[src/hw/rtl/aabb_table_ground_probe_macros.svh]
// Assertion macros for the box table ground probe.
// Used by the top level; expects signals clk and arst_n in scope.
`ifndef AABB_TABLE_GROUND_PROBE_MACROS_SVH
`define AABB_TABLE_GROUND_PROBE_MACROS_SVH

// Consequent must hold in the same cycle as the antecedent.
`define ATGP_ASSERT_NOW(label, ante, cons, msg) \
	label: assert property (@(posedge clk) disable iff (!arst_n) (ante) |-> (cons)) \
		else $error(msg);

// Consequent must hold in the cycle after the antecedent.
`define ATGP_ASSERT_NEXT(label, ante, cons, msg) \
	label: assert property (@(posedge clk) disable iff (!arst_n) (ante) |=> (cons)) \
		else $error(msg);

`endif

[src/hw/rtl/atgp_ram.sv]
// Generic single-write, single-read RAM with registered read data.
// No dependencies.
module atgp_ram #(
	parameter int WIDTH = 32,
	parameter int DEPTH = 64
) (
	input  logic                     clk,
	input  logic                     we,
	input  logic [$clog2(DEPTH)-1:0] waddr,
	input  logic [WIDTH-1:0]         wdata,
	input  logic                     re,
	input  logic [$clog2(DEPTH)-1:0] raddr,
	output logic [WIDTH-1:0]         rdata
);

	logic [WIDTH-1:0] mem [DEPTH];

	always_ff @(posedge clk) begin
		if (we) begin
			mem[waddr] <= wdata;
		end
		if (re) begin
			rdata <= mem[raddr];
		end
	end

endmodule

[config.mk]
export PLATFORM = sky130hd
export DESIGN_NAME = atgp_ram
export DESIGN_NICKNAME = d
export VERILOG_FILES = /design/src/hw/rtl/aabb_table_ground_probe_macros.svh /design/src/hw/rtl/atgp_ram.sv
export SDC_FILE = /design/constraint.sdc
export NUM_CORES = 2
export LEC_CHECK = 0
export BUFFER_PORTS_ARGS = -buffer_cell sky130_fd_sc_hd__buf_2
export CAP_MARGIN = 30
export CORE_ASPECT_RATIO = 1.75
export CORE_MARGIN = 1
export CORE_UTILIZATION = 40
export DETAILED_ROUTE_END_ITERATION = 8
export GPL_TIMING_DRIVEN = 0
export MAX_ROUTING_LAYER = met4
export SYNTH_ARGS = -nofsm -noshare
export SYNTH_HDL_FRONTEND = slang
export SYNTH_SLANG_ARGS = --single-unit
[constraint.sdc]
create_clock -name clk -period 9.17 [get_ports clk]
set_clock_uncertainty 0.2 [all_clocks]
set_input_delay 0.917 -clock clk [delete_from_list [all_inputs] [get_ports clk]]
set_output_delay 0.917 -clock clk [all_outputs]
set_load 0.02 [all_outputs]
=== After elaboration in Yosys (flattened, before gate mapping) ===
Memory sizes are Yosys's and may differ from the RTL's. A register that Yosys moved wholly into a read port is not among the register bits.
Index checks and enable logic that the tools add are counted.

* Register bits: 0
* Bits in writable memories: 2048
* Output and inout bits: 32
* Memories: 1

{| class="wikitable"
|+ Memory list
! name !! depth !! width !! read ports !! clocked after Yosys merged registers in !! write ports !! RTL line !! RTL
|-
| mem || 64 || 32 || 1 || 1 || 1 || atgp_ram.sv:16 || <nowiki>logic [WIDTH-1:0] mem [DEPTH];</nowiki>
|}

* Muxes and demuxes: 2

{| class="wikitable"
|+ Operators by type and width
! cell !! count
|-
| 2-to-1 mux 1 bit || 2
|}

=== Longest topological paths before layout ===
* Depth in word-level cells: 2
* Mapped depth: 10

=== Worst setup path after synthesis ===
OpenSTA, ideal clock, no wires.

* Path kind: input-to-reg
* From: input port waddr[3]
* To: memory mem[48][0], enable pin
* Library setup time: 461 ps
* Arrival: 3616 ps
* Path slack: 4893 ps
* Cell stages on the path: 4
* Cells stage by stage: clkbuf_1 -> nor2b_1 -> nand4b_1 -> nor3_1

{| class="wikitable"
|+ RTL lines
! what !! RTL line !! RTL
|-
| from (decl) || atgp_ram.sv:9 || <nowiki>input logic [$clog2(DEPTH)-1:0] waddr,</nowiki>
|-
| to (decl) || atgp_ram.sv:16 ||
|}

No word-level cell before the write port.

==> impl_metrics.tcl <==
set metrics [dict create \
    cts_setup_buffers 0 \
    clock-sinks 2080 \
    hold-worst-slack_ns 0.280 \
    p_total_mw 19.2 \
    globalRouteTotalUtil_pct 25.5 \
    post-route-drc-count 0 \
    grt_busiest_layer "met2" \
    initial_utilization_pct 40.3 \
    synth_seq_cells 2080 \
    avgRoutedWirePerCell_um 38.0 \
    hold_buffers 0 \
    ys_top_cells_by_area "edfxtp_1 (79%), mux4_2 (16%), mux2i_1 (1.2%)" \
    crit_slowest_cell "mux2i_1" \
    firstDrtPassIters 6 \
    critical_path.endpoint "rdata[21]" \
    final-hold-violation-count 0 \
    routed_wl_mm 246 \
    cp_slowest_stage_delay_ns 0.66 \
    finalNonFillerCells 6470 \
    critical_path.top_delay_family "buffers and inverters" \
    num_rows 215 \
    cts_buffer_depth 4 \
    io_buffers 70 \
    p_clk_share_pct 38.7 \
    rsz0062_at_grt "false" \
    path_buf_inv 5 \
    path_clk_slew_ns 0.07 \
    critPathArrivalTime_ns 4.54 \
    gp_congestion 0.972 \
    synth_top_area_share_pct 79.2 \
    synthDistinctLibCells 33 \
    fin_crit_sh_pct 46.1 \
    syn_inst 3324 \
    power_leakage_nw 28.1 \
    avgSynthCellArea_sq_um 23.7 \
    yosys.area.top_type "edfxtp_1" \
    p_int_mw 15.0 \
    synth_fp_nets 3371 \
    p_sw_share_pct 22.0 \
    cts_tree "done" \
    insertion_delay_ns 0.84 \
    via_per_inst 5.95 \
    grt_util_met2_pct 43.4 \
    synth_edf_count 2080 \
    fmax_mhz 237 \
    p_switching_mw 4.22 \
    setup_viol 0 \
    hp-start "wdata[20]" \
    num_io_pins 79 \
    r2r-start "mem[19][16]" \
    syn2layout_area_growth_pct 15.7 \
    crit_chain "buf_2, buf_2, buf_2, clkbuf_1, buf_2, mux2i_1, a21oi_1, a21oi_1, nor2_1" \
    rr_endpoint "rdata[16]" \
    grt.overflow.total 0 \
    regToRegSetupSlack_ns 6.18 \
    startpoint_type "primary input" \
    drv_slew 0 \
    vias 38500 \
    crit_type "in2reg" \
    required_ns 9.48 \
    cp_max_fo 10 \
    final_nets 3761 \
    combPwrFrac_pct 6.3 \
    min_path_type "in2reg" \
    critPathLaunch "raddr[1]" \
    grt_max_degree 65 \
    cpMostUsedCell "buf_2" \
    finalCriticalPeriod_ns 4.22 \
    drive_gt1_share_pct 29.9 \
    yosysSeqAreaShare_pct 79.2 \
    syn_area_sq_mm 0.0788 \
    grt_pass1_vias 38700 \
    die-height_um 589 \
    drt_first_iter_violations 4482 \
    grt_pass1_wl_mm 328 \
    dp_cells 6132 \
    numCtsBuffers 180 \
    yosys_warnings 0 \
    worst_pin_slew_ns 1.14 \
    path_depth 9 \
    synthArstFlopShare_pct 0 \
    use_met3_pct 4.03 \
    synthTopCellsByCount "edfxtp_1 (2080), mux4_2 (544), nor2_1 (137), mux2i_1 (93), o22ai_1 (84)" \
    cts-root-buf "clkbuf_16" \
    antenna_found_initial 23 \
    cts_resized 0 \
    status "complete, no violations" \
    synthFlopType "edfxtp_1" \
    ant_nets 0 \
    end_kind "register" \
    fin_setup_tns_ns 0 \
    seqPwrFrac_pct 55.0 \
    die_area_sq_mm 0.199 \
    dp_hpwl_mm 170 \
    die_w_um 338 \
    core_area_sq_mm 0.196 \
    p_per_area_mw_per_mm2 211 \
    use_met1_pct 26.6 \
    ctsHtreeMaxLevel 4 \
    drv_cap 0 \
    ir_drop_uv 157 \
    ff2ff_path_depth 4 \
    maxSlewHeadroom_pct 23.7 \
    synth.most_common_cell "edfxtp_1" \
]
==> sequential cells by signal, indices dropped and copies added, names as in the netlist <==
| register | flops |
|---|---|
| mem | 2048 |
| rdata | 32 |
==> worst register-to-register path: stages, from the launching register on <==
cell and delay, ns:
edfxtp_1 0.37, mux4_2 0.52, mux4_2 0.57, o22ai_1 0.83
nor2_1 0.21
==> cell usage in the layout, fill, tap and decap left out, drive strengths merged <==
| master | count |
|---|---|
| mux4 | 544 |
| nor2b | 15 |
| o22ai | 84 |
| clkinvlp | 5 |
| a311oi | 8 |
| or3b | 5 |
| nand4b | 1 |
| and3 | 4 |
| and2 | 2 |
| or2 | 3 |
| a21oi | 62 |
| edfxtp | 2080 |
| nor2 | 137 |
| or3 | 3 |
| buf | 316 |
| a31oi | 1 |
| o32ai | 4 |
| bufinv | 13 |
| diode | 19 |
| a22oi | 12 |
| nand3b | 5 |
| clkbuf | 296 |
| inv | 2 |
| o221ai | 27 |
| nand2b | 8 |
| clkinv | 73 |
| nand3 | 5 |
| nor3 | 7 |
| mux2i | 93 |
| nand4 | 2 |
| nand2 | 26 |
| a41o | 4 |
==> worst min-delay path by stage <==
stage                  endpoint  cells after the start
floorplan             rdata[17]                      4
CTS                 mem[49][10]                      1
detailed placement     rdata[8]                      4
global placement      rdata[17]                      4
global route        mem[43][20]                      1
finish              mem[43][20]                      1
==> per-stage QoR <==
step	worst slack (ns)	area, sq um	util [%]
finish	4.95	91200	46.6
detailed placement	4.20	85500	43.7
global placement	1.17	82400	42.1
CTS	5.06	91100	46.5
global route	5.00	91200	46.6
floorplan	4.89	78800	-
==> logic make-up after synthesis <==
| family | synth area share (%) |
|---|---|
| compound gates | 1.67 |
| buf+inv | 1.12 |
| mux | 16.7 |
| simple gates | 1.26 |
| flops | 79.2 |
==> final cells by class <==
| cell class | count | area, sq um |
|---|---|---|
| Clock inverter | 93 | 768 |
| Buffer | 182 | 895 |
| Antenna cell | 19 | 47.5 |
| Sequential cell | 2080 | 62500 |
| Timing Repair Buffer | 208 | 3050 |
| Tap cell | 2604 | 3260 |
| Multi-Input combinational cell | 1062 | 16000 |
| Clock buffer | 222 | 4770 |
| Fill cell | 16100 | 105000 |
==> per-layer routing <==
| layer | routed length, um | share of wire [%] |
|---|---|---|
| met4 | 22500 | 9.1 |
| met3 | 18800 | 7.6 |
| met2 | 128000 | 52 |
| met1 | 76800 | 31 |
| met5 | 0 | 0 |
==> power groups by stage <==
stage / Clock (mW) / Combinational (mW) / Sequential [mW]
after detailed placement: 0 / 1.20 / 10.8
after CTS: 7.49 / 1.20 / 10.6
after floorplan: 0 / 0.512 / 10.8
final: 7.43 / 1.21 / 10.6
after global placement: 0 / 1.11 / 10.8
after global routing: 7.78 / 1.23 / 10.6
No activity file was read; power rests on OpenSTA's default activity.
