$ cat src/hw/rtl/aabb_table_ground_probe_macros.svh
// Assertion macros for the box table ground probe.
// Used by the top level; expects signals clk and arst_n in scope.
`ifndef AABB_TABLE_GROUND_PROBE_MACROS_SVH
`define AABB_TABLE_GROUND_PROBE_MACROS_SVH

// Consequent must hold in the same cycle as the antecedent.
`define ATGP_ASSERT_NOW(label, ante, cons, msg) \
	label: assert property (@(posedge clk) disable iff (!arst_n) (ante) |-> (cons)) \
		else $error(msg);

// Consequent must hold in the cycle after the antecedent.
`define ATGP_ASSERT_NEXT(label, ante, cons, msg) \
	label: assert property (@(posedge clk) disable iff (!arst_n) (ante) |=> (cons)) \
		else $error(msg);

`endif

$ cat src/hw/rtl/atgp_pkg.sv
// Package for the box table ground probe: item types, box layout and constants.
// No dependencies; used by atgp_cmp_unit and the top level.
package atgp_pkg;

	localparam int MAX_OBJ = 64;
	localparam int IDX_W   = $clog2(MAX_OBJ);
	localparam int CNT_W   = $clog2(MAX_OBJ + 1);
	localparam int CW      = 34;
	localparam int BOX_W   = 6 * 32;
	localparam int LANES   = 6;

	typedef logic signed [31:0]   coord_t;
	typedef logic signed [CW-1:0] wcoord_t;

	localparam wcoord_t FX_0P2 = CW'(13107);
	localparam wcoord_t FX_0P5 = CW'(32768);
	localparam wcoord_t FX_0P1 = CW'(6554);

	localparam logic [1:0] CMD_LOAD   = 2'd0;
	localparam logic [1:0] CMD_GROUND = 2'd1;
	localparam logic [1:0] CMD_CLASS  = 2'd2;
	localparam logic [1:0] CMD_PAIR   = 2'd3;

	localparam logic [1:0] CLS_NONE   = 2'd0;
	localparam logic [1:0] CLS_INSIDE = 2'd1;
	localparam logic [1:0] CLS_ABOVE  = 2'd2;
	localparam logic [1:0] CLS_BELOW  = 2'd3;

	typedef struct packed {
		logic [1:0] command;
		logic [5:0] obj_index;
		logic [5:0] second_index;
		coord_t     pos_x;
		coord_t     pos_y;
		coord_t     pos_z;
		logic       last_vertex;
	} in_item_t;

	typedef struct packed {
		logic [1:0] kind;
		logic [5:0] ground_index;
		logic       ground_found;
		logic [1:0] cam_class;
		logic       pair_overlap;
	} out_item_t;

	// Axis 0 is x, 1 is y, 2 is z.
	typedef struct packed {
		coord_t [2:0] lo;
		coord_t [2:0] hi;
	} box_t;

	typedef struct packed {
		wcoord_t [LANES-1:0] lhs;
		wcoord_t [LANES-1:0] rhs;
	} cmp_req_t;

	typedef struct packed {
		logic [LANES-1:0] le;
	} cmp_rsp_t;

	function automatic wcoord_t sx(input coord_t v);
		sx = {{(CW - 32){v[31]}}, v};
	endfunction

endpackage

$ cat src/hw/rtl/atgp_cmp_unit.sv
// Shared compare unit: six signed less-or-equal tests on widened coordinates.
// Depends on atgp_pkg.
module atgp_cmp_unit (
	input  atgp_pkg::cmp_req_t req,
	output atgp_pkg::cmp_rsp_t rsp
);

	always_comb begin
		for (int k = 0; k < atgp_pkg::LANES; k++) begin
			rsp.le[k] = $signed(req.lhs[k]) <= $signed(req.rhs[k]);
		end
	end

endmodule

$ cat config.mk
export PLATFORM = sky130hd
export DESIGN_NAME = atgp_cmp_unit
export DESIGN_NICKNAME = d
export VERILOG_FILES = /design/src/hw/rtl/aabb_table_ground_probe_macros.svh /design/src/hw/rtl/atgp_pkg.sv /design/src/hw/rtl/atgp_cmp_unit.sv
export SDC_FILE = /design/constraint.sdc
export NUM_CORES = 1
export LEC_CHECK = 0
export BUFFER_PORTS_ARGS = -buffer_cell sky130_fd_sc_hd__buf_2
export CAP_MARGIN = 20
export CORE_AREA = 3 3 159 161
export DETAILED_ROUTE_END_ITERATION = 8
export DIE_AREA = 0 0 162 164
export SLEW_MARGIN = 20
export SYNTH_ARGS = -nofsm -noshare
export SYNTH_HDL_FRONTEND = slang
export SYNTH_SLANG_ARGS = --single-unit
$ cat constraint.sdc
create_clock -name vclk -period 2.85
set_input_delay 0.57 -clock vclk [all_inputs]
set_output_delay 0.57 -clock vclk [all_outputs]
set_load 0.02 [all_outputs]
After elaboration in Yosys (flattened, before gate mapping)
Cells that the tools add are included.
{"block": "word_totals", "reg_bits": 0, "inputBits": 408, "word_cells": 6}
{"block": "op_classes", "n_lt_le_gt_ge": 6}
{"op": "$le 34x34->1", "n": 6}

Logic depth before layout (Yosys ltp)
{"block": "logic_depth", "word_depth": 1, "depth_mapped": 8}

Least setup slack after synthesis
No wires, ideal clock.
{"block": "synth_timing", "path_kind": "input-to-output", "startpoint": "in req[95] in the netlist's numbering", "endpoint": "out rsp[2] in the netlist's numbering", "t_arrival_ns": 2.257, "required_ns": 2.280, "setup_slack_ns": 0.023, "stages": 8, "n_path_buf": 0, "path_cell_list": "inv_1 ha_1 a21o_1 a21o_1 a2111oi_4 o21ai_2 nor3_2 mux2_1"}
{"item": "start, declared", "line": "atgp_cmp_unit.sv:4", "rtl": "input atgp_pkg::cmp_req_t req,"}
{"item": "end, declared", "line": "atgp_cmp_unit.sv:5", "rtl": "output atgp_pkg::cmp_rsp_t rsp"}

==> flow_metrics.env <==
export IMPL_die_area_um2=26600
export IMPL_ios=414
export IMPL_synth_area_leaders="ha_1 49%, inv_1 15%, a21oi_1 7.5%"
export IMPL_track_usage=0.142
export IMPL_final_antenna_net_count=0
export IMPL_synth_top_area_share=0.487
export IMPL_area_growth_pct=80.6
export IMPL_first_iter_violations=154
export IMPL_synth_warnings=0
export IMPL_maxCapViolations=0
export IMPL_finalCritPeriodShare=1.06
export IMPL_nClkBuffers=0
export IMPL_start_util=0.217
export IMPL_first_pass_iters=6
export IMPL_rows=57
export IMPL_power_density_nw_per_um2=140
export IMPL_pre_cts_ws_ns=-0.509
export IMPL_io_buffers=414
export IMPL_irDropWorstVdd_v=0.0000762
export IMPL_slew_violations=0
export IMPL_nFillCells=2494
export IMPL_critical_path_arrival_ns=2.44
export IMPL_gp_congestion=0.942
export IMPL_power_uw=1330
export IMPL_worstHoldPathType="in -> out"
export IMPL_wirelength_um=22200
export IMPL_synth_area_leader_cell="ha_1"
export IMPL_synth_area_per_cell_um2=7.05
export IMPL_grt_pass1_wl_um=31200
export IMPL_tightest_slew_ns=0.442
export IMPL_routedWlPerCell_um=14.5
export IMPL_dpl_cell_area_um2=8020
export IMPL_start_kind="input port"
export IMPL_min_period_ns=3.01
export IMPL_dieWidth_um=162
export IMPL_hold_viol=0
export IMPL_critical_path_peak_fanout=2
export IMPL_synth_fp_nets=1355
export IMPL_antenna_found_initial=1
export IMPL_hold_end="rsp[5]"
export IMPL_worst_slack_ns=-0.163
export IMPL_design_area_um2=9470
export IMPL_grt_pass1_vias=6755
export IMPL_max_clock_freq_mhz=332
export IMPL_dieHeight_um=164
export IMPL_hold_start="req[375]"
export IMPL_drive_above_1_share=0.525
export IMPL_whs_ns=1.71
export IMPL_critPathKind="in -> out"
export IMPL_hold_depth=5
export IMPL_synth_cells=743
export IMPL_ff_latch_area_um2=0
export IMPL_fin_nets=1823
export IMPL_coreArea_um2=24100
export IMPL_ys_seq_area_frac=0
export IMPL_status="complete, but fails checks"
export IMPL_synth_area_um2=5240
export IMPL_vias=6869
export IMPL_grt_max_degree=5
export IMPL_fin_util=0.393
export IMPL_finalSetupViolations=5
export IMPL_dp_hpwl_um=18900
export IMPL_end_kind="output port"
export IMPL_flops_and_latches=0
export IMPL_drc=0
export IMPL_ys_types=38
export IMPL_violations="negative setup slack"
export IMPL_required_ns=2.28
export IMPL_p_leak_uw=0.00528
export IMPL_rsz0062_at_grt="yes"
export IMPL_post_drt_via_cell_ratio=4.48
export IMPL_relSlewSlack=0.703
export IMPL_grt_overflow_total=0
layout make-up:
| cell class | count | area (um2) | area share |
|---|---|---|---|
| antenna | 1 | 2.50 | 0.000264 |
| inverter | 213 | 815 | 0.0861 |
| multi-input combinational | 530 | 5510 | 0.582 |
| tap | 324 | 405 | 0.0428 |
| timing repair buffer | 466 | 2730 | 0.289 |
layout by cell type (no fill, tap or decap), drive strengths merged, types with 2 or more instances in the layout:
master     n
a2111oi    2
a211oi     8
a21boi     5
a21o      12
a21oi     79
a221oi     6
a2bb2oi    2
a41oi      2
and4       4
buf      466
ha       204
inv      213
mux2       3
nand2     52
nand2b     6
nand3     21
nand4     36
nor2      17
nor3      10
nor4      12
nor4bb     2
o211ai     5
o21a       2
o21ai     26
o22ai      2
o31a       5
worst max path at each step:
stage                     startpoint  endpoint  slack (ns)  cells after the start
after floorplan              req[95]    rsp[2]        0.02                      8
after global routing        req[147]    rsp[4]       -0.21                     10
after detailed placement    req[141]    rsp[4]       -0.51                     10
after global placement      req[141]    rsp[4]       -0.45                     10
after CTS                   req[279]    rsp[2]       -0.11                      9
final                       req[147]    rsp[4]       -0.16                     10
repair_timing:
item / 4_1_cts / 5_1_grt
pin swaps: 82 / 78
hold buffers: 0 / 0
gates resized for setup: 120 / 119
setup buffers: 7 / 8
gates cloned: 0 / 0
endpoints found under the setup margin: 5 / 6
hold endpoints to repair: 0 / 0
kinds of logic after synthesis:
kind of cell             Yosys count  synth area share
adder cells (fa/ha/maj)          204             0.487
AO/OA/AOI/OAI                    162             0.191
AND/OR/NAND/NOR                  161             0.163
multiplexers                       3           0.00644
buffers and inverters            213             0.153
metal layers:
layer  track usage  vias up  wire, um
li1              -     3521         -
met1         0.179     3079      9040
met2         0.263      227     11500
met3        0.0149       42      1140
met4        0.0229        0       524
met5             0        -         0
cell usage after synthesis, drive strengths merged (2+ instances only):
library cell    n
nand3          21
nor4bb          2
o21ai          26
nor4           12
a2111oi         2
nand2          52
a21boi          5
nor3           10
mux2            3
inv           213
nand2b          6
a211oi          8
a21o           12
o22ai           2
a2bb2oi         2
a21oi          79
o211ai          5
o21a            2
a221oi          6
nor2           17
a41oi           2
and4            4
o31a            5
nand4          36
ha            204
worst max-delay path, stage by stage:
cell	delay, ns
buf_2	0.10
inv_1	0.08
ha_4	0.21
nand4_1	0.22
nor3_2	0.09
a22oi_2	0.15
o211ai_1	0.21
a211oi_1	0.30
mux2_2	0.37
buf_6	0.13
power breakdown:
group | internal (uW) | switching (uW)
clock | 0.0000469 | 0
sequential | 0 | 0
combinational | 711 | 618
total | 711 | 618
stage by stage:
stage	setup TNS, ns	cells
floorplan	0	743
global placement	-0.957	1521
detailed placement	-1.20	1521
CTS	-0.241	1527
global route	-0.823	1534
finish	-0.317	1534
(Power assumes the default switching activity.)
